File: config.mk
export PLATFORM = sky130hd
export DESIGN_NAME = pbfl_ram
export DESIGN_NICKNAME = d
export VERILOG_FILES = /design/src/design/pbfl_ram.sv
export SDC_FILE = /design/constraint.sdc
export NUM_CORES = 2
export LEC_CHECK = 0
export BUFFER_PORTS_ARGS = -buffer_cell sky130_fd_sc_hd__buf_4
export CAP_MARGIN = 20
export CELL_PAD_IN_SITES_DETAIL_PLACEMENT = 0
export CELL_PAD_IN_SITES_GLOBAL_PLACEMENT = 2
export CORE_ASPECT_RATIO = 1.75
export CORE_MARGIN = 2
export CORE_UTILIZATION = 51
export CTS_CLUSTER_DIAMETER = 100
export DETAILED_ROUTE_END_ITERATION = 7
export GPL_TIMING_DRIVEN = 1
export PLACE_DENSITY_LB_ADDON = 0.1
export SYNTH_ARGS = -nofsm -noshare
export SYNTH_HDL_FRONTEND = slang
export SYNTH_SLANG_ARGS = --single-unit
File: constraint.sdc
create_clock -name clk -period 3.32 [get_ports clk]
set_clock_uncertainty 0.05 [all_clocks]
set_input_delay 0.664 -clock clk [delete_from_list [all_inputs] [get_ports clk]]
set_output_delay 0.664 -clock clk [all_outputs]
set_load 0.02 [all_outputs]
File: src/design/pbfl_ram.sv
module pbfl_ram #(
  parameter int WIDTH = 8,
  parameter int DEPTH = 256
) (
  input  logic                     clk,
  input  logic                     we,
  input  logic [$clog2(DEPTH)-1:0] waddr,
  input  logic [WIDTH-1:0]         wdata,
  input  logic                     re,
  input  logic [$clog2(DEPTH)-1:0] raddr,
  output logic [WIDTH-1:0]         rdata
);

  logic [WIDTH-1:0] mem [DEPTH];
  logic [WIDTH-1:0] rdata_r;

  always_ff @(posedge clk) begin
    if (we) begin
      mem[waddr] <= wdata;
    end
    if (re) begin
      rdata_r <= mem[raddr];
    end
  end

  assign rdata = rdata_r;

endmodule

==> flow_summary.yaml <==
power_and_ir_drop:
  p_clk_share_pct: 40.8
  p_sw_mw: 11.2
  internal-power_mw: 42.2
  power_mw: 53.4
  sw_frac_of_total_pct: 21.0
  powerDensity_mw_per_mm2: 577
  p_comb_share_pct: 5.6
  vdd_drop_max_mv: 0.424
  power.leakage_nw: 29.8
  pwr-share-seq_pct: 53.6
timing:
  max_clock_freq_mhz: 303
  hold_slack_ps: 178
  post-route-min-period_ps: 3300
  setup_viol: 0
  hold_viol: 0
  period_share_pct: 99.4
  rsz0062_at_grt: "false"
  relSlewSlack_pct: 25.1
  slew_violations: 0
  layout_setup_ws_ps: 19.3
  worstMarginPinSlew_ps: 1100
  setup_tns_ps: 0
hold_path:
  hold_path.class: "input pin to register"
  min_path_cells: 1
  min-delay-start: "wdata[2]"
synthesis:
  synth_nets: 3760
  ys_warn_count: 0
  async_flop_share_pct: 0
  syn_inst: 3733
  synth_ff_type: "edfxtp_1"
  synth_edf_count: 2056
  synth-seq-area-share_pct: 77.5
  ys_types: 54
  syn_area_per_cell_um2: 21.3
  netlist_area_mm2: 0.0796
  synth_seq_cells: 2056
floorplanning:
  die_w_um: 303
  die_y_um: 527
  ios: 35
  coreArea_mm2: 0.155
  initial_core_util_pct: 51.4
  die_area_mm2: 0.159
  rows: 191
critical_path:
  crit_required_ps: 3850
  critical_path.max_stage_delay_ps: 770
  crit_type: "input pin to register"
  path_cells: "buf_8 > buf_12 > buf_12 > buf_12 > buf_12 > mux2i_1 > o221ai_1 > o22ai_1 > nor3_1 > nor4_1 > buf_4 > nor4_2"
  worstRegToRegCells: 7
  startpoint_type: "input pin"
  cpMostUsedCell: "buf_12"
  critical_path_arrival_ps: 3830
  crit_fanout: 20
  worstSetupStartpoint: "raddr[0]"
  cp-end-kind: "register"
  crit_path_top_delay_cell: "nor4_1"
  rr_startpoint: "mem[133][0]$_DFFE_PP_"
drt:
  drtIter0Drc: 4405
  drc: 0
  viasPerCell: 6.23
  drt_first_pass_iters: 5
  vias: 40500
  wl_per_cell_um: 33.3
  antenna_left: 0
  totalWireLength_um: 216000
clocking:
  clk_path_buf_depth: 4
  cts_inserted_buffers: 189
  clock_sinks: 2056
  clock_latency_ps: 830
  htreeDepth: 4
  cts_root_buf: "clkbuf_16"
  clk_pin_slew_ps: 60
  tritoncts: "yes"
  post-cts-setup-buffers: 0
final_layout:
  nNetsFinal: 4358
  fin_cells: 6501
  drive_gt1_share_pct: 31.1
  syn_to_final_growth_pct: 16.2
  layout_common_cells: "edfxtp_1 (2056), buf_4 (567), mux4_2 (454), nor2_1 (279), clkbuf_16 (192)"
  final_area_mm2: 0.0925
  final_common_cell: "edfxtp_1"
  final_core_util_pct: 59.8
global_route:
  grt_pass1_vias: 42200
  grt_start_max_net_pins: 121
  grt.overflow.total: 0
  grt.total_usage_pct: 27.5
  antenna_found_initial: 8
  grt_pass1_wl_um: 307000
placement:
  post-place-ws_ps: -995
  hpwlAfterDp_um: 146000
  dp.cells: 6166
  io_buffers: 34
  place_area_mm2: 0.0864
  place_congestion: 0.926
run_status:
  status: "finished clean"
job:
  cap_violations: 0
## kinds of logic after synthesis
logic type / after synthesis / synth area share [%]
flip-flops: 2056 / 77.5
multiplexers: 591 / 14.6
AND/OR/NAND/NOR: 466 / 2.63
AO/OA/AOI/OAI: 385 / 3.42
buffers and inverters: 235 / 1.83
## synth_stat cells (16+ instances only)
library cell / number / area share (%)
nor3_1: 22 / 0.14
a22oi_1: 133 / 1.3
buf_4: 27 / 0.25
a21oi_1: 96 / 0.60
o221ai_1: 46 / 0.51
mux4_2: 454 / 13
nand3_1: 34 / 0.21
nor4_1: 24 / 0.19
nor2_1: 282 / 1.3
nand2_1: 33 / 0.16
clkbuf_1: 111 / 0.52
edfxtp_1: 2056 / 78
buf_6: 21 / 0.30
a211oi_1: 16 / 0.15
o22ai_1: 28 / 0.22
buf_1: 22 / 0.10
mux2i_1: 134 / 1.7
nor2b_1: 31 / 0.24
buf_2: 31 / 0.19
## worst max-delay path, delay by kind of cell
kind	cells	cell delay [ps]
and+or+nand+nor	3	950
muxes	1	230
buffers and inverters	6	1230
AOI/OAI and AO/OA	2	710
## what timing repair did
action / 4_1_cts / 5_1_grt
hold buffers: 0 / 0
hold endpoints to repair: 0 / 0
setup endpoints to repair: 1 / 1
gates resized for setup: 1 / 1
## power groups by stage
stage	sequential [mW]	clock (mW)	combinational, mW
after CTS	28.7	22.1	3.03
final	28.7	21.8	3.00
after detailed placement	29.2	0	3.03
after global routing	28.6	23.1	3.15
after floorplan	29.2	0	1.39
after global placement	29.2	0	2.97
## path summary, 6_finish.rpt
check | end | slack, ps
max | rdata[0]$_DFFE_PP_ | 20
min | mem[10][2]$_DFFE_PP_ | 180
max reg2reg | rdata[0]$_DFFE_PP_ | 510
min reg2reg | rdata[5]$_DFFE_PP_ | 1170
## registers in the layout, summed over array words and instances (netlist names)
register and count:
mem 2048, rdata 8
## metal layers
metal | vias up | routed length, um | global-route usage (%)
met5 | - | 55 | 0
met2 | 1463 | 116000 | 48.9
met3 | 400 | 11600 | 3.26
met4 | 8 | 10600 | 11.7
met1 | 21800 | 78500 | 33.8
li1 | 16900 | - | -
## cell type report
type / instances / area (um^2)
clock buffers: 222 / 4920
repair buffers: 640 / 5630
flip-flops and latches: 2056 / 61700
inverters: 2 / 7.51
multi-input cells: 1442 / 16500
diodes: 2 / 5.00
fillers: 11100 / 62300
clock inverters: 111 / 1200
well taps: 2026 / 2530
Power figures use the tool's default switching activity.
